$ cat src/hw/rtl/double_ended_queue_with_dump_assert.svh
// Assertion macros shared by the double-ended queue RTL modules.
`ifndef DOUBLE_ENDED_QUEUE_WITH_DUMP_ASSERT_SVH
`define DOUBLE_ENDED_QUEUE_WITH_DUMP_ASSERT_SVH

`ifndef ASSERT_OFF
// Checks a property on every rising clock edge outside of reset.
`define DEQ_ASSERT(label, prop, msg) \
  label: assert property (@(posedge clk_i) disable iff (!rst_ni) (prop)) else $error(msg);
// Checks that a condition implies a consequence in the same cycle.
`define DEQ_ASSERT_IMPL(label, pre, post, msg) \
  `DEQ_ASSERT(label, (pre) |-> (post), msg)
`else
`define DEQ_ASSERT(label, prop, msg)
`define DEQ_ASSERT_IMPL(label, pre, post, msg)
`endif

`endif

$ cat src/hw/rtl/deq_pkg.sv
// Types and codes shared by the double-ended queue modules.
package deq_pkg;

  // Request codes carried in req_type.
  typedef enum logic [2:0] {
    REQ_PUSH_FRONT = 3'd0,
    REQ_PUSH_BACK  = 3'd1,
    REQ_POP_FRONT  = 3'd2,
    REQ_POP_BACK   = 3'd3,
    REQ_DUMP_FWD   = 3'd4,
    REQ_DUMP_BWD   = 3'd5
  } req_e;

  // Result status codes.
  typedef enum logic [1:0] {
    ST_DONE  = 2'd0,
    ST_FULL  = 2'd1,
    ST_EMPTY = 2'd2,
    ST_ITEM  = 2'd3
  } status_e;

  // Controller states.
  typedef enum logic {
    S_IDLE = 1'b0,
    S_DUMP = 1'b1
  } state_e;

  // Queue update operations applied by the datapath.
  typedef enum logic [2:0] {
    OP_NONE       = 3'd0,
    OP_PUSH_FRONT = 3'd1,
    OP_PUSH_BACK  = 3'd2,
    OP_POP_FRONT  = 3'd3,
    OP_POP_BACK   = 3'd4
  } op_e;

  // Commands from the controller to the datapath.
  typedef struct packed {
    op_e     op;
    logic    load_resp;
    status_e resp_status;
    logic    dump_start;
    logic    dump_bwd;
    logic    rd_issue;
    logic    rd_load;
    logic    load_last;
  } ctrl_cmd_t;

  // Status from the datapath to the controller.
  typedef struct packed {
    logic empty;
    logic full;
    logic rd_last;
    logic out_busy;
  } dp_status_t;

endpackage

$ cat src/hw/rtl/deq_chan_if.sv
// Valid/ready channel interfaces for requests and results of the queue.
interface deq_req_if;
  logic              valid;
  logic              ready;
  logic [2:0]        req_type;
  logic signed [31:0] push_value;

  modport source (output valid, output req_type, output push_value, input ready);
  modport sink (input valid, input req_type, input push_value, output ready);
endinterface

interface deq_rsp_if;
  logic              valid;
  logic              ready;
  logic signed [31:0] item_value;
  logic [1:0]        status;
  logic              last;

  modport source (output valid, output item_value, output status, output last, input ready);
  modport sink (input valid, input item_value, input status, input last, output ready);
endinterface

$ cat src/hw/rtl/deq_ram.sv
// Generic single-write, single-read RAM with registered read data.
module deq_ram #(
  parameter int WIDTH = 32,
  parameter int DEPTH = 64
) (
  input  logic                     clk_i,
  input  logic                     we_i,
  input  logic [$clog2(DEPTH)-1:0] waddr_i,
  input  logic [WIDTH-1:0]         wdata_i,
  input  logic                     re_i,
  input  logic [$clog2(DEPTH)-1:0] raddr_i,
  output logic [WIDTH-1:0]         rdata_o
);

  logic [WIDTH-1:0] mem_q [DEPTH];
  logic [WIDTH-1:0] rdata_q;

  // Write port and registered read port; read data holds while re_i is low.
  always_ff @(posedge clk_i) begin
    if (we_i) begin
      mem_q[waddr_i] <= wdata_i;
    end
    if (re_i) begin
      rdata_q <= mem_q[raddr_i];
    end
  end

  assign rdata_o = rdata_q;

endmodule

$ cat src/hw/rtl/deq_ctrl.sv
// Controller state machine: request decode and dump read sequencing.
module deq_ctrl (
  input  logic                clk_i,
  input  logic                rst_ni,
  input  logic                req_valid_i,
  input  logic [2:0]          req_type_i,
  output logic                req_ready_o,
  input  deq_pkg::dp_status_t status_i,
  output deq_pkg::ctrl_cmd_t  cmd_o
);

  `include "double_ended_queue_with_dump_assert.svh"

  deq_pkg::state_e state_q, state_d;
  logic rd_v_q, rd_v_d;
  logic rd_last_q, rd_last_d;
  logic issued_all_q, issued_all_d;
  logic can_load;

  // State and dump tracking registers.
  always_ff @(posedge clk_i or negedge rst_ni) begin
    if (!rst_ni) begin
      state_q      <= deq_pkg::S_IDLE;
      rd_v_q       <= 1'b0;
      rd_last_q    <= 1'b0;
      issued_all_q <= 1'b0;
    end else begin
      state_q      <= state_d;
      rd_v_q       <= rd_v_d;
      rd_last_q    <= rd_last_d;
      issued_all_q <= issued_all_d;
    end
  end

  // Next state and commands.
  always_comb begin
    state_d      = state_q;
    rd_v_d       = rd_v_q;
    rd_last_d    = rd_last_q;
    issued_all_d = issued_all_q;
    req_ready_o  = 1'b0;
    can_load     = 1'b0;
    cmd_o        = '0;
    cmd_o.op          = deq_pkg::OP_NONE;
    cmd_o.resp_status = deq_pkg::ST_DONE;

    case (state_q)
      deq_pkg::S_IDLE: begin
        req_ready_o = !status_i.out_busy;
        if (req_valid_i && !status_i.out_busy) begin
          cmd_o.load_resp = 1'b1;
          case (deq_pkg::req_e'(req_type_i))
            deq_pkg::REQ_PUSH_FRONT, deq_pkg::REQ_PUSH_BACK: begin
              if (status_i.full) begin
                cmd_o.resp_status = deq_pkg::ST_FULL;
              end else begin
                cmd_o.op = (deq_pkg::req_e'(req_type_i) == deq_pkg::REQ_PUSH_FRONT) ?
                           deq_pkg::OP_PUSH_FRONT : deq_pkg::OP_PUSH_BACK;
              end
            end
            deq_pkg::REQ_POP_FRONT, deq_pkg::REQ_POP_BACK: begin
              if (status_i.empty) begin
                cmd_o.resp_status = deq_pkg::ST_EMPTY;
              end else begin
                cmd_o.op = (deq_pkg::req_e'(req_type_i) == deq_pkg::REQ_POP_FRONT) ?
                           deq_pkg::OP_POP_FRONT : deq_pkg::OP_POP_BACK;
              end
            end
            deq_pkg::REQ_DUMP_FWD, deq_pkg::REQ_DUMP_BWD: begin
              if (status_i.empty) begin
                cmd_o.resp_status = deq_pkg::ST_EMPTY;
              end else begin
                cmd_o.load_resp  = 1'b0;
                cmd_o.dump_start = 1'b1;
                cmd_o.dump_bwd   = (deq_pkg::req_e'(req_type_i) == deq_pkg::REQ_DUMP_BWD);
                rd_v_d       = 1'b0;
                rd_last_d    = 1'b0;
                issued_all_d = 1'b0;
                state_d      = deq_pkg::S_DUMP;
              end
            end
            default: begin
              cmd_o.resp_status = deq_pkg::ST_DONE;
            end
          endcase
        end
      end
      deq_pkg::S_DUMP: begin
        // A read result moves to the output register once that register frees up.
        can_load        = rd_v_q && !status_i.out_busy;
        cmd_o.rd_load   = can_load;
        cmd_o.load_last = rd_last_q;
        cmd_o.rd_issue  = !issued_all_q && (!rd_v_q || can_load);
        rd_v_d          = cmd_o.rd_issue || (rd_v_q && !can_load);
        if (cmd_o.rd_issue) begin
          rd_last_d    = status_i.rd_last;
          issued_all_d = status_i.rd_last;
        end
        if (can_load && rd_last_q) begin
          state_d = deq_pkg::S_IDLE;
        end
      end
      default: begin
        state_d = deq_pkg::S_IDLE;
      end
    endcase
  end

  // No request is taken while a dump is running.
  `DEQ_ASSERT_IMPL(a_no_accept_in_dump, state_q == deq_pkg::S_DUMP, !req_ready_o,
                   "request accepted during dump")
  // No read is issued once the final entry has been read.
  `DEQ_ASSERT_IMPL(a_no_extra_read, cmd_o.rd_issue, !issued_all_q, "read issued past last entry")
  // No read result is left pending outside of a dump.
  `DEQ_ASSERT_IMPL(a_idle_no_read, state_q == deq_pkg::S_IDLE, !rd_v_q,
                   "read pending while idle")

endmodule

$ cat src/hw/rtl/deq_datapath.sv
// Datapath: head and count registers, entry RAM and the result register.
module deq_datapath #(
  parameter int DEPTH = 64
) (
  input  logic                clk_i,
  input  logic                rst_ni,
  input  deq_pkg::ctrl_cmd_t  cmd_i,
  input  logic signed [31:0]  push_value_i,
  input  logic                rsp_ready_i,
  output deq_pkg::dp_status_t status_o,
  output logic                rsp_valid_o,
  output logic signed [31:0]  item_value_o,
  output logic [1:0]          rsp_status_o,
  output logic                rsp_last_o
);

  `include "double_ended_queue_with_dump_assert.svh"

  localparam int IDX_W = $clog2(DEPTH);
  localparam int CNT_W = $clog2(DEPTH + 1);
  localparam int SUM_W = CNT_W + 1;
  localparam logic [CNT_W-1:0] CountMax = CNT_W'(DEPTH);
  localparam logic [IDX_W-1:0] IdxMax   = IDX_W'(DEPTH - 1);
  localparam logic [SUM_W-1:0] SumDepth = SUM_W'(DEPTH);

  logic [IDX_W-1:0] head_q, head_d;
  logic [CNT_W-1:0] count_q, count_d;
  logic [CNT_W-1:0] off_q, off_d;
  logic             bwd_q, bwd_d;
  logic             out_v_q, out_v_d;
  logic [31:0]      out_value_q, out_value_d;
  deq_pkg::status_e out_status_q, out_status_d;
  logic             out_last_q, out_last_d;

  logic [IDX_W-1:0] head_dec, head_inc;
  logic [SUM_W-1:0] tail_sum, rd_sum;
  logic [CNT_W-1:0] rd_off;
  logic [IDX_W-1:0] tail_slot, rd_slot;
  logic             ram_we;
  logic [IDX_W-1:0] ram_waddr;
  logic [31:0]      ram_rdata;

  // Circular index arithmetic.
  always_comb begin
    head_dec  = (head_q == '0) ? IdxMax : head_q - 1'b1;
    head_inc  = (head_q == IdxMax) ? '0 : head_q + 1'b1;
    tail_sum  = SUM_W'(head_q) + SUM_W'(count_q);
    tail_slot = (tail_sum >= SumDepth) ? IDX_W'(tail_sum - SumDepth) : IDX_W'(tail_sum);
    rd_off    = bwd_q ? (count_q - 1'b1 - off_q) : off_q;
    rd_sum    = SUM_W'(head_q) + SUM_W'(rd_off);
    rd_slot   = (rd_sum >= SumDepth) ? IDX_W'(rd_sum - SumDepth) : IDX_W'(rd_sum);
  end

  // Status back to the controller.
  always_comb begin
    status_o.empty    = (count_q == '0);
    status_o.full     = (count_q == CountMax);
    status_o.rd_last  = (off_q == count_q - 1'b1);
    status_o.out_busy = out_v_q && !rsp_ready_i;
  end

  // Queue pointer updates and the push write.
  always_comb begin
    head_d    = head_q;
    count_d   = count_q;
    ram_we    = 1'b0;
    ram_waddr = tail_slot;
    case (cmd_i.op)
      deq_pkg::OP_PUSH_FRONT: begin
        head_d    = head_dec;
        count_d   = count_q + 1'b1;
        ram_we    = 1'b1;
        ram_waddr = head_dec;
      end
      deq_pkg::OP_PUSH_BACK: begin
        count_d = count_q + 1'b1;
        ram_we  = 1'b1;
      end
      deq_pkg::OP_POP_FRONT: begin
        head_d  = head_inc;
        count_d = count_q - 1'b1;
      end
      deq_pkg::OP_POP_BACK: begin
        count_d = count_q - 1'b1;
      end
      default: begin
        head_d  = head_q;
      end
    endcase
  end

  // Dump offset and direction.
  always_comb begin
    off_d = off_q;
    bwd_d = bwd_q;
    if (cmd_i.dump_start) begin
      off_d = '0;
      bwd_d = cmd_i.dump_bwd;
    end else if (cmd_i.rd_issue) begin
      off_d = off_q + 1'b1;
    end
  end

  // Result register: loaded by a single result or by a dumped entry.
  always_comb begin
    out_v_d      = out_v_q;
    out_value_d  = out_value_q;
    out_status_d = out_status_q;
    out_last_d   = out_last_q;
    if (cmd_i.load_resp) begin
      out_v_d      = 1'b1;
      out_value_d  = '0;
      out_status_d = cmd_i.resp_status;
      out_last_d   = 1'b1;
    end else if (cmd_i.rd_load) begin
      out_v_d      = 1'b1;
      out_value_d  = ram_rdata;
      out_status_d = deq_pkg::ST_ITEM;
      out_last_d   = cmd_i.load_last;
    end else if (rsp_ready_i) begin
      out_v_d = 1'b0;
    end
  end

  // Control registers.
  always_ff @(posedge clk_i or negedge rst_ni) begin
    if (!rst_ni) begin
      head_q  <= '0;
      count_q <= '0;
      out_v_q <= 1'b0;
    end else begin
      head_q  <= head_d;
      count_q <= count_d;
      out_v_q <= out_v_d;
    end
  end

  // Payload registers.
  always_ff @(posedge clk_i) begin
    off_q        <= off_d;
    bwd_q        <= bwd_d;
    out_value_q  <= out_value_d;
    out_status_q <= out_status_d;
    out_last_q   <= out_last_d;
  end

  deq_ram #(
    .WIDTH(32),
    .DEPTH(DEPTH)
  ) u_ram (
    .clk_i  (clk_i),
    .we_i   (ram_we),
    .waddr_i(ram_waddr),
    .wdata_i(push_value_i),
    .re_i   (cmd_i.rd_issue),
    .raddr_i(rd_slot),
    .rdata_o(ram_rdata)
  );

  assign rsp_valid_o  = out_v_q;
  assign item_value_o = out_value_q;
  assign rsp_status_o = out_status_q;
  assign rsp_last_o   = out_last_q;

  // The fill count never exceeds the capacity.
  `DEQ_ASSERT(a_count_bound, count_q <= CountMax, "entry count above capacity")
  // The head slot stays inside the buffer.
  `DEQ_ASSERT(a_head_bound, head_q <= IdxMax, "head index out of range")
  // A push is never applied to a full queue.
  `DEQ_ASSERT_IMPL(a_no_push_full,
                   cmd_i.op == deq_pkg::OP_PUSH_FRONT || cmd_i.op == deq_pkg::OP_PUSH_BACK,
                   count_q != CountMax, "push applied while full")

endmodule

$ cat src/hw/rtl/double_ended_queue_with_dump.sv
// Double-ended queue of signed 32-bit values held in a circular buffer of DEPTH entries.
// Requests arrive on req_i (valid/ready): push front/back, pop front/back, dump forward or
// backward. Results leave on rsp_o (valid/ready) with item_value, status and a last flag.
// Push, pop, unknown codes and any request on an empty queue give one result that appears
// in the cycle after the transaction; a new request is taken every cycle while rsp_o drains.
// A dump of N entries gives N results; the first passes through the dump state, the RAM
// read register and the output register, and the rest follow one per cycle while rsp_o
// takes them, paced by the single registered read port. No request is taken during a dump.
// A full queue drops a push and reports status full; an empty queue reports status empty.
// Reset clears the head index, entry count and result valid flag; entry contents are
// left as they are and are only read where live entries sit.
// When rsp_o stalls, the pending result stays in the output register, req_i is held off and
// a dump pauses with at most one entry waiting in the RAM read register.
module double_ended_queue_with_dump #(
  parameter int DEPTH = 64
) (
  input  logic clk_i,
  input  logic rst_ni,
  deq_req_if.sink   req_i,
  deq_rsp_if.source rsp_o
);

  deq_pkg::ctrl_cmd_t  cmd;
  deq_pkg::dp_status_t dp_status;

  deq_ctrl u_ctrl (
    .clk_i      (clk_i),
    .rst_ni     (rst_ni),
    .req_valid_i(req_i.valid),
    .req_type_i (req_i.req_type),
    .req_ready_o(req_i.ready),
    .status_i   (dp_status),
    .cmd_o      (cmd)
  );

  deq_datapath #(
    .DEPTH(DEPTH)
  ) u_datapath (
    .clk_i       (clk_i),
    .rst_ni      (rst_ni),
    .cmd_i       (cmd),
    .push_value_i(req_i.push_value),
    .rsp_ready_i (rsp_o.ready),
    .status_o    (dp_status),
    .rsp_valid_o (rsp_o.valid),
    .item_value_o(rsp_o.item_value),
    .rsp_status_o(rsp_o.status),
    .rsp_last_o  (rsp_o.last)
  );

endmodule

$ cat src/flat_wrapper.sv
// flat-port wrapper written by rule: the top's interface ports become plain ports
module double_ended_queue_with_dump_flat 
#(
  parameter int DEPTH = 64
)
  (clk_i, rst_ni, req_i_valid, req_i_req_type, req_i_push_value, req_i_ready, rsp_o_valid, rsp_o_item_value, rsp_o_status, rsp_o_last, rsp_o_ready);
  deq_req_if req_i_i ();
  deq_rsp_if rsp_o_i ();
  input  logic clk_i;
  input  logic rst_ni;
  input wire logic [$bits(req_i_i.valid)-1:0] req_i_valid;
  input wire logic [$bits(req_i_i.req_type)-1:0] req_i_req_type;
  input wire logic [$bits(req_i_i.push_value)-1:0] req_i_push_value;
  output wire logic [$bits(req_i_i.ready)-1:0] req_i_ready;
  output wire logic [$bits(rsp_o_i.valid)-1:0] rsp_o_valid;
  output wire logic [$bits(rsp_o_i.item_value)-1:0] rsp_o_item_value;
  output wire logic [$bits(rsp_o_i.status)-1:0] rsp_o_status;
  output wire logic [$bits(rsp_o_i.last)-1:0] rsp_o_last;
  input wire logic [$bits(rsp_o_i.ready)-1:0] rsp_o_ready;
  assign req_i_i.valid = req_i_valid;
  assign req_i_i.req_type = req_i_req_type;
  assign req_i_i.push_value = req_i_push_value;
  assign req_i_ready = req_i_i.ready;
  assign rsp_o_valid = rsp_o_i.valid;
  assign rsp_o_item_value = rsp_o_i.item_value;
  assign rsp_o_status = rsp_o_i.status;
  assign rsp_o_last = rsp_o_i.last;
  assign rsp_o_i.ready = rsp_o_ready;
  double_ended_queue_with_dump #(.DEPTH(DEPTH)) u_core (.clk_i(clk_i), .rst_ni(rst_ni), .req_i(req_i_i), .rsp_o(rsp_o_i));
endmodule
$ cat config.mk
export PLATFORM = sky130hd
export DESIGN_NAME = double_ended_queue_with_dump_flat
export DESIGN_NICKNAME = d
export VERILOG_FILES = /design/src/hw/rtl/deq_pkg.sv /design/src/hw/rtl/deq_chan_if.sv /design/src/hw/rtl/deq_ram.sv /design/src/hw/rtl/deq_ctrl.sv /design/src/hw/rtl/deq_datapath.sv /design/src/hw/rtl/double_ended_queue_with_dump.sv /design/src/flat_wrapper.sv
export VERILOG_INCLUDE_DIRS = /design/src /design/src/hw/rtl
export SDC_FILE = /design/constraint.sdc
export NUM_CORES = 2
export LEC_CHECK = 0
export BUFFER_PORTS_ARGS = -buffer_cell sky130_fd_sc_hd__buf_2
export CAP_MARGIN = 5
export CORE_UTILIZATION = 30
export CTS_BUF_LIST = sky130_fd_sc_hd__clkbuf_4 sky130_fd_sc_hd__clkbuf_8
export DETAILED_ROUTE_END_ITERATION = 12
export SKIP_CTS_REPAIR_TIMING = 1
export SLEW_MARGIN = 20
export SYNTH_ARGS = -nofsm -noshare
export SYNTH_HDL_FRONTEND = slang
export SYNTH_SLANG_ARGS = --single-unit
$ cat constraint.sdc
create_clock -name clk_i -period 4.95 [get_ports clk_i]
set_input_delay 0.2475 -clock clk_i [delete_from_list [all_inputs] [get_ports clk_i]]
set_output_delay 0.2475 -clock clk_i [all_outputs]
set_load 0.01 [all_outputs]
== Yosys cells after proc, flatten, opt, wreduce, memory -nomap -nowiden ==
Memories as Yosys holds them, arrays and structs flattened. A register that Yosys moved wholly into a read port is not among the register bits.
Index checks and enable logic that the tools add are counted.

* Bits of input ports: 39
* Bits in writable memories: 2048
* Logic and storage cells: 115
* Flip-flop bits (word level): 60
* Memories kept: 1

{| class="wikitable"
|+ Memories
! memory !! depth !! bits a word !! rd ports !! clocked after memory_dff !! write ports !! RTL line !! RTL
|-
| u_core.u_datapath.u_ram.mem_q || 64 || 32 || 1 || 1 || 1 || deq_ram.sv:15 || <nowiki>logic [WIDTH-1:0] mem_q [DEPTH];</nowiki>
|}

* Magnitude comparators: 2
* Reductions and logical operators: 29
* Equal/unequal tests: 16
* $add $sub $neg: 10
* Muxes and demuxes: 43
* Bitwise operators: 3

{| class="wikitable"
|+ Operator list
! cell !! number
|-
| 6-bit two-way mux || 5
|-
| 1-bit two-way mux || 18
|-
| 6-bit by 1-bit subtractor with 6-bit output, second input constant || 3
|-
| 6-bit by 7-bit adder with 8-bit output || 2
|-
| 8-bit by 7-bit >= comparator with 1-bit output, second input constant || 2
|-
| 8-bit two-way mux || 2
|-
| 7-bit by 1-bit adder with 7-bit output, second input constant || 2
|-
| 2-bit two-way mux || 7
|-
| 7-bit case mux with 2 select lines || 1
|-
| 3-bit by 2-bit equality test with 1-bit output, second input constant || 4
|-
| 6-bit case mux with 2 select lines || 1
|-
| 2-bit OR reduction || 5
|-
| 3-bit equality test, second input constant || 3
|-
| 3-bit two-way mux || 3
|-
| 4-bit OR reduction || 2
|-
| 7-bit equality test || 1
|-
| 7-bit equality test, second input constant || 1
|-
| 7-bit logical NOT || 1
|-
| 7-bit two-way mux || 1
|-
| 7-bit by 1-bit subtractor with 7-bit output, second input constant || 1
|-
| 7-bit subtractor || 1
|-
| 6-bit by 1-bit adder with 6-bit output, second input constant || 1
|-
| 3-bit by 1-bit equality test with 1-bit output, second input constant || 2
|-
| 6-bit equality test, second input constant || 1
|-
| other kinds (15) || 33
|}

== Longest topological paths before layout ==
* Depth after elaboration: 11
* Mapped depth: 18
* Gate-level depth less buffers: 16

== Cells and area by module ==
From an unflattened synthesis, not the netlist that was laid out.

* Cell total of the unflattened synthesis: 3748
* Area total of the unflattened synthesis: 82577.9 sq um

{| class="wikitable"
|+ By module, submodules not included
! module !! area each (sq um) !! times used !! cells an instance
|-
| deq_ram || 78835.6 || 1 || 3324
|-
| deq_datapath || 3449.6 || 1 || 391
|-
| deq_ctrl || 292.8 || 1 || 33
|}

== Least setup slack after synthesis ==
OpenSTA, ideal clock, no wires.

* Kind: register -> register
* Start point: reg u_core.u_datapath.count_q[2]
* End point: mem u_core.u_datapath.u_ram.mem_q[13][0], enable pin
* Stages on the path, launching flop included: 12
* Arrival: 4.616 ns
* Library setup time: 0.461 ns
* Period minus slack after synthesis: 5.077 ns
* Required time: 4.489 ns
* Setup slack: -0.127 ns
* Cell sequence: dfrtp_1 buf_6 or4_4 o31ai_4 o21ai_2 or2_1 buf_6 mux2i_2 nand2b_1 buf_6 buf_6 nor3_1

* Longest elaborated chain between the ends: 10
* Elaborated cells between the ends (all ways): 18
* Classes of those cells: 2 x add/sub; 1 x order compare; 3 x eq/ne; 10 x mux; 2 x reduce/logical

{| class="wikitable"
|+ RTL lines
! what !! RTL line !! RTL
|-
| start, declared || deq_datapath.sv:27 || <nowiki>logic [CNT_W-1:0] count_q, count_d;</nowiki>
|-
| start signal, assigned || deq_datapath.sv:133 || <nowiki>count_q <= count_d;</nowiki>
|-
| 7-bit equality test or 7-bit logical NOT (tied branches) || deq_datapath.sv:57, deq_datapath.sv:56 ||
|-
| 2-bit two-way mux or 3-bit two-way mux (tied branches) || deq_ctrl.sv:54, deq_ctrl.sv:62 ||
|-
| 3-bit case mux with 2 select lines || deq_ctrl.sv:52 || <nowiki>case (deq_pkg::req_e'(req_type_i))</nowiki>
|-
| 8-bit two-way mux || deq_ctrl.sv:50 || <nowiki>if (req_valid_i && !status_i.out_busy) begin</nowiki>
|-
| 8-bit two-way mux || deq_ctrl.sv:47 || <nowiki>case (state_q)</nowiki>
|-
| 3-bit by 1-bit equality test with 1-bit output or 3-bit by 2-bit equality test with 1-bit output (tied branches) || deq_datapath.sv:68 || <nowiki>case (cmd_i.op)</nowiki>
|-
| 2-bit OR reduction (no line) || n/a ||
|-
| 1-bit two-way mux || deq_datapath.sv:68 ||
|-
| 1-bit two-way mux || deq_ram.sv:20 || <nowiki>if (we_i) begin</nowiki>
|-
| 1-bit two-way mux (not written as such) || deq_ram.sv:21 || <nowiki>mem_q[waddr_i] <= wdata_i;</nowiki>
|-
| end, declared || deq_ram.sv:15 ||
|}

Parallel ways exist; a longest one is shown, timed or not.

== Final worst setup path ==
* Start point: reg u_core.u_datapath.count_q[1]
* End point: reg u_core.u_datapath.u_ram.rdata_q[19], in the netlist u_core.u_datapath.u_ram.rdata_o[19], read port of u_core.u_datapath.u_ram.mem_q, data pin

* Longest elaborated chain between the ends: 6
* Elaborated cells between the ends (all ways): 7
* Classes of those cells: 4 x add/sub; 1 x order compare; 2 x mux

{| class="wikitable"
|+ RTL lines
! what !! RTL line !! RTL
|-
| 7-bit by 1-bit subtractor with 7-bit output (*) || deq_datapath.sv:49 || <nowiki>rd_off = bwd_q ? (count_q - 1'b1 - off_q) : off_q;</nowiki>
|-
| 7-bit subtractor (*) || deq_datapath.sv:49 ||
|-
| 7-bit two-way mux (*) || deq_datapath.sv:49 ||
|-
| 6-bit by 7-bit adder with 8-bit output (*) || deq_datapath.sv:50 || <nowiki>rd_sum = SUM_W'(head_q) + SUM_W'(rd_off);</nowiki>
|-
| 8-bit by 7-bit >= comparator with 1-bit output or 6-bit by 1-bit subtractor with 6-bit output (tied branches) || deq_datapath.sv:51 || <nowiki>rd_slot = (rd_sum >= SumDepth) ? IDX_W'(rd_sum - SumDepth) : IDX_W'(rd_sum);</nowiki>
|-
| 6-bit two-way mux (*) || deq_datapath.sv:51 ||
|-
| end, declared || deq_ram.sv:16 || <nowiki>logic [WIDTH-1:0] rdata_q;</nowiki>
|}

Every way passes the cells marked *; elsewhere a longest branch is shown, timed or not.
A chain may end at the register's enable or synchronous reset.

==> flow_summary.json <==
{
  "run_status": "finished clean",
  "synth.avg_cell_area_um2": 23.2,
  "top_level_ports": 76,
  "timing.hold.worst_endpoint": "u_core.u_datapath.u_ram.mem_q[46][22]$_DFFE_PP_",
  "std_cell_rows": 192,
  "maximum_number_of_pins_on_one_net_before_global_route_repair": 80,
  "max-clock-path-buffers": 4,
  "clock-root-buffer": "sky130_fd_sc_hd__clkbuf_8",
  "worst_pin_slew_ps": 1120,
  "worst_slew_margin_rel_pct": 25.3,
  "routed_wirelength_mm": 214,
  "die_height_um": 527,
  "layout.filler_cells": 25000,
  "timing_worst_setup_path_type": "flip-flop to flip-flop",
  "die-area_mm2": 0.278,
  "drc": 0,
  "clkSinkCount": 2140,
  "drt-initial-drc-count": 4116,
  "route.antenna.remaining_nets": 0,
  "final_period_minus_worst_setup_slack_ps": 4900,
  "synth.yosys.warnings": 0,
  "worstSkewPairLatency_ps": 1050,
  "timing.final.crit_share_pct": 99.0,
  "peakVddDrop_uv": 942,
  "grt_busiest_layer": "met2",
  "synth.ff_latch_count": 2140,
  "use_met2_pct": 24.8,
  "post-dp-hpwl_mm": 113,
  "p_clk_share_pct": 23.6,
  "critical_path_startpoint_category": "flip-flop",
  "synth.cell_area_mm2": 0.0828,
  "grt.overflow.total": 0,
  "floorplan.core_area_mm2": 0.274,
  "number_of_buffers_created_by_cts": 355,
  "finalNetCount": 4091,
  "r2r_end": "u_core.u_datapath.u_ram.rdata_o[19]$_DFFE_PP_",
  "rsz0062_at_grt": "true",
  "start_util_pct": 30.2,
  "max_clock_freq_ghz": 0.204,
  "worstPathRequired_ps": 5690,
  "detailroute.via_count": 40000,
  "tritoncts": "done",
  "timing.critical_path.to_type": "flip-flop",
  "drtPass1Iterations": 5,
  "power.sequential.fraction_pct": 33.7,
  "sequential_fraction_of_the_synthesis_area_pct": 77.0,
  "worst-path-max-fanout": 27,
  "maxSlewViolCount": 0,
  "grt_pass1_vias": 40700,
  "power.switching_fraction_pct": 33.7,
  "hold_depth": 1,
  "fin_hold_ws_ps": 13.5,
  "htreeDepth": 5,
  "synth_cell_type_count": 64,
  "synth_edf_count": 2083,
  "port_buffers": 75,
  "grt_util_overall_pct": 15.2,
  "timing.rr.start": "u_core.u_datapath.count_q[1]$_DFFE_PN0P_",
  "hold_path_startpoint": "req_i_push_value[22]",
  "final-hold-violation-count": 0,
  "setup-tns-final_ps": 0,
  "critical_path_arrival_ps": 5640,
  "postSynthCellCount": 3566,
  "multiInputGateArea_mm2": 0.0188,
  "grt_first_pass_wirelength_mm": 303,
  "power_density_mw_per_mm2": 644,
  "seq_area_mm2": 0.0638,
  "number_of_antenna_violations_at_the_first_check_in_global_routing": 12,
  "setup_viol_count_final": 0,
  "r2r_slack_ps": 50,
  "clkTransAtPathRegs_ps": 60,
  "postSynth.asyncResetShare_pct": 0.794,
  "grt_util_met3_pct": 2.73,
  "internal_power_uw": 41400,
  "width_of_the_die_um": 527,
  "gp_congestion": 0.776,
  "grt_util_met1_pct": 20.7,
  "per_cell_via_count_in_the_routed_design": 5.02,
  "drive_gt1_share_pct": 35.3,
  "ys.flop_type": "sky130_fd_sc_hd__edfxtp_1",
  "worstHoldPathType": "primary input to flip-flop",
  "max_cap_viol_count": 0,
  "netSwitchingPower_uw": 21100,
  "r2r.worst_path.cells": 15,
  "combinationalPowerShare_pct": 42.7,
  "skew_ps": 85.7,
  "post_syn_nets": 3634,
  "wl_per_cell_um": 26.8,
  "flow.area_growth_from_synthesis_pct": 17.2,
  "p_leak_uw": 0.0304
}
## power by group through the flow
stage	Sequential, uW	Clock [uW]	Combinational (uW)
final	21000	14800	26700
after global routing	21100	15800	28100
after CTS	21000	15100	27100
after detailed placement	21400	0	27000
after global placement	21400	0	26900
after floorplan	21200	0	17200
## cell usage after synthesis (2+ instances only)
master	count	area [um2]
sky130_fd_sc_hd__a211oi_1	2	15.0
sky130_fd_sc_hd__mux2i_1	97	971
sky130_fd_sc_hd__nand4_1	3	18.8
sky130_fd_sc_hd__and3_1	3	18.8
sky130_fd_sc_hd__dfxtp_1	40	801
sky130_fd_sc_hd__a21o_1	7	52.6
sky130_fd_sc_hd__inv_1	22	82.6
sky130_fd_sc_hd__fa_1	3	60.1
sky130_fd_sc_hd__o21a_1	3	22.5
sky130_fd_sc_hd__clkbuf_1	118	443
sky130_fd_sc_hd__o21bai_1	2	15.0
sky130_fd_sc_hd__nor2_1	61	229
sky130_fd_sc_hd__a221o_1	2	20.0
sky130_fd_sc_hd__or2_2	4	25.0
sky130_fd_sc_hd__a21oi_1	61	305
sky130_fd_sc_hd__buf_2	5	25.0
sky130_fd_sc_hd__a311oi_1	2	17.5
sky130_fd_sc_hd__a31oi_1	9	56.3
sky130_fd_sc_hd__buf_4	6	45.0
sky130_fd_sc_hd__xor2_1	8	70.1
sky130_fd_sc_hd__and2_1	7	43.8
sky130_fd_sc_hd__mux4_2	640	14400
sky130_fd_sc_hd__nor3_1	62	310
sky130_fd_sc_hd__o22ai_1	2	12.5
sky130_fd_sc_hd__xnor2_1	23	201
sky130_fd_sc_hd__nand2b_1	7	43.8
sky130_fd_sc_hd__o32ai_1	2	17.5
sky130_fd_sc_hd__or3_1	7	43.8
sky130_fd_sc_hd__and4_1	2	17.5
sky130_fd_sc_hd__buf_1	48	180
sky130_fd_sc_hd__o31ai_1	4	30.0
sky130_fd_sc_hd__o32a_1	2	20.0
sky130_fd_sc_hd__o211a_1	2	20.0
sky130_fd_sc_hd__nand3_1	20	100
sky130_fd_sc_hd__a211o_1	3	26.3
sky130_fd_sc_hd__edfxtp_1	2083	62500
sky130_fd_sc_hd__nor4_1	5	31.3
sky130_fd_sc_hd__dfrtp_1	17	425
sky130_fd_sc_hd__nand2_1	100	375
sky130_fd_sc_hd__ha_1	26	325
sky130_fd_sc_hd__buf_6	6	67.6
sky130_fd_sc_hd__o21ai_0	16	80.1
sky130_fd_sc_hd__nor2b_1	3	18.8
## layout by cell type (no fill, tap or decap), drive strengths merged, types with 3 or more instances in the layout
cell,synthesis,routed
xor2,8,8
o21a,3,3
nand2,100,100
xnor2,23,23
clkbuf,118,486
a21oi,61,61
mux2i,98,98
a31oi,9,9
ha,26,26
o31ai,5,5
dlygate4sd3,0,40
or2,5,5
nor2,61,61
and3,3,3
a21o,7,7
a211o,3,3
and2,7,7
nor2b,3,3
or3,7,7
buf,65,243
dfxtp,40,40
edfxtp,2083,2083
nor4,5,5
clkinvlp,0,4
bufinv,0,6
clkinv,0,104
mux4,640,640
nand3,20,20
dfrtp,17,17
nand4,3,3
nand2b,7,7
o21ai,18,18
nor3,62,62
diode,0,9
fa,3,3
inv,22,25
## flip-flops by register name (all words and copies together), names as in the netlist, 2 cells and up
name                             cells
u_core.u_datapath.u_ram.mem_q     2048
u_core.u_datapath.item_value_o      32
u_core.u_datapath.u_ram.rdata_o     32
u_core.u_datapath.count_q            7
u_core.u_datapath.off_q              7
u_core.u_datapath.head_q             6
u_core.u_datapath.rsp_status_o       2
## worst max-delay path: stages, from the launching register on
cell and delay [ps]:
sky130_fd_sc_hd__dfrtp_1 390, sky130_fd_sc_hd__buf_4 180, sky130_fd_sc_hd__or4_1 570, sky130_fd_sc_hd__nand2_1 110, sky130_fd_sc_hd__ha_1 260, sky130_fd_sc_hd__or3b_2 470
sky130_fd_sc_hd__a31o_2 260, sky130_fd_sc_hd__ha_1 280, sky130_fd_sc_hd__o21ai_0 120, sky130_fd_sc_hd__o21bai_1 90, sky130_fd_sc_hd__a211o_1 320, sky130_fd_sc_hd__and3b_1 220
sky130_fd_sc_hd__o32ai_4 300, sky130_fd_sc_hd__buf_12 350, sky130_fd_sc_hd__mux2i_1 540, sky130_fd_sc_hd__mux2i_1 150
## layout make-up
type,count,share of cell area (%)
inverter,22,0.0851
clock inverter,117,0.683
antenna,9,0.0232
tap,3686,4.75
multi-input combinational,1221,19.4
timing repair buffer,283,3.27
clock buffer,486,6.10
sequential,2140,65.7
## metrics by stage
step	cell area (um2)	instances	utilization, %	total power (uW)	worst slack, ps
after CTS	96500	7912	35.2	63200	-79.1
after floorplan	82900	3566	-	38400	-127
final	97100	7964	35.4	62500	50.0
after global routing	97100	7961	35.4	65000	-8.32
after global placement	89900	7309	32.8	48300	-69.1
after detailed placement	89900	7309	32.8	48400	-41.0
## cells by family after synthesis
kind of cell             share of synthesized area, %
multiplexers                                     18.6
buffers and inverters                            1.02
AND/OR/NAND/NOR                                  1.63
adder cells (fa/ha/maj)                         0.465
AO/OA/AOI/OAI                                   0.973
flip-flops                                       77.0
XOR/XNOR                                        0.328
## how the worst max path moves through the flow
stage / start / end / slack [ps] / cells past startpoint
6_report: u_core.u_datapath.count_q[1]$_DFFE_PN0P_ / u_core.u_datapath.u_ram.rdata_o[19]$_DFFE_PP_ / 50 / 15
5_1_grt: u_core.u_datapath.count_q[1]$_DFFE_PN0P_ / u_core.u_datapath.u_ram.rdata_o[9]$_DFFE_PP_ / -8 / 15
4_1_cts: u_core.u_datapath.count_q[1]$_DFFE_PN0P_ / u_core.u_datapath.u_ram.rdata_o[27]$_DFFE_PP_ / -80 / 15
3_5_place_dp: u_core.u_datapath.count_q[1]$_DFFE_PN0P_ / u_core.u_datapath.u_ram.rdata_o[27]$_DFFE_PP_ / -40 / 15
3_3_place_gp: u_core.u_datapath.count_q[0]$_DFFE_PN0P_ / u_core.u_datapath.u_ram.rdata_o[27]$_DFFE_PP_ / -70 / 15
2_1_floorplan: u_core.u_datapath.count_q[2]$_DFFE_PN0P_ / u_core.u_datapath.u_ram.mem_q[13][0]$_DFFE_PP_ / -130 / 11
## metal layers
layer  vias to the layer above  share of wire, %
met1                     21900                42
met4                         6               2.3
met2                      1540                49
li1                      16200                 -
met3                       359               6.8
met5                         -             0.021
Power figures use the tool's default switching activity.
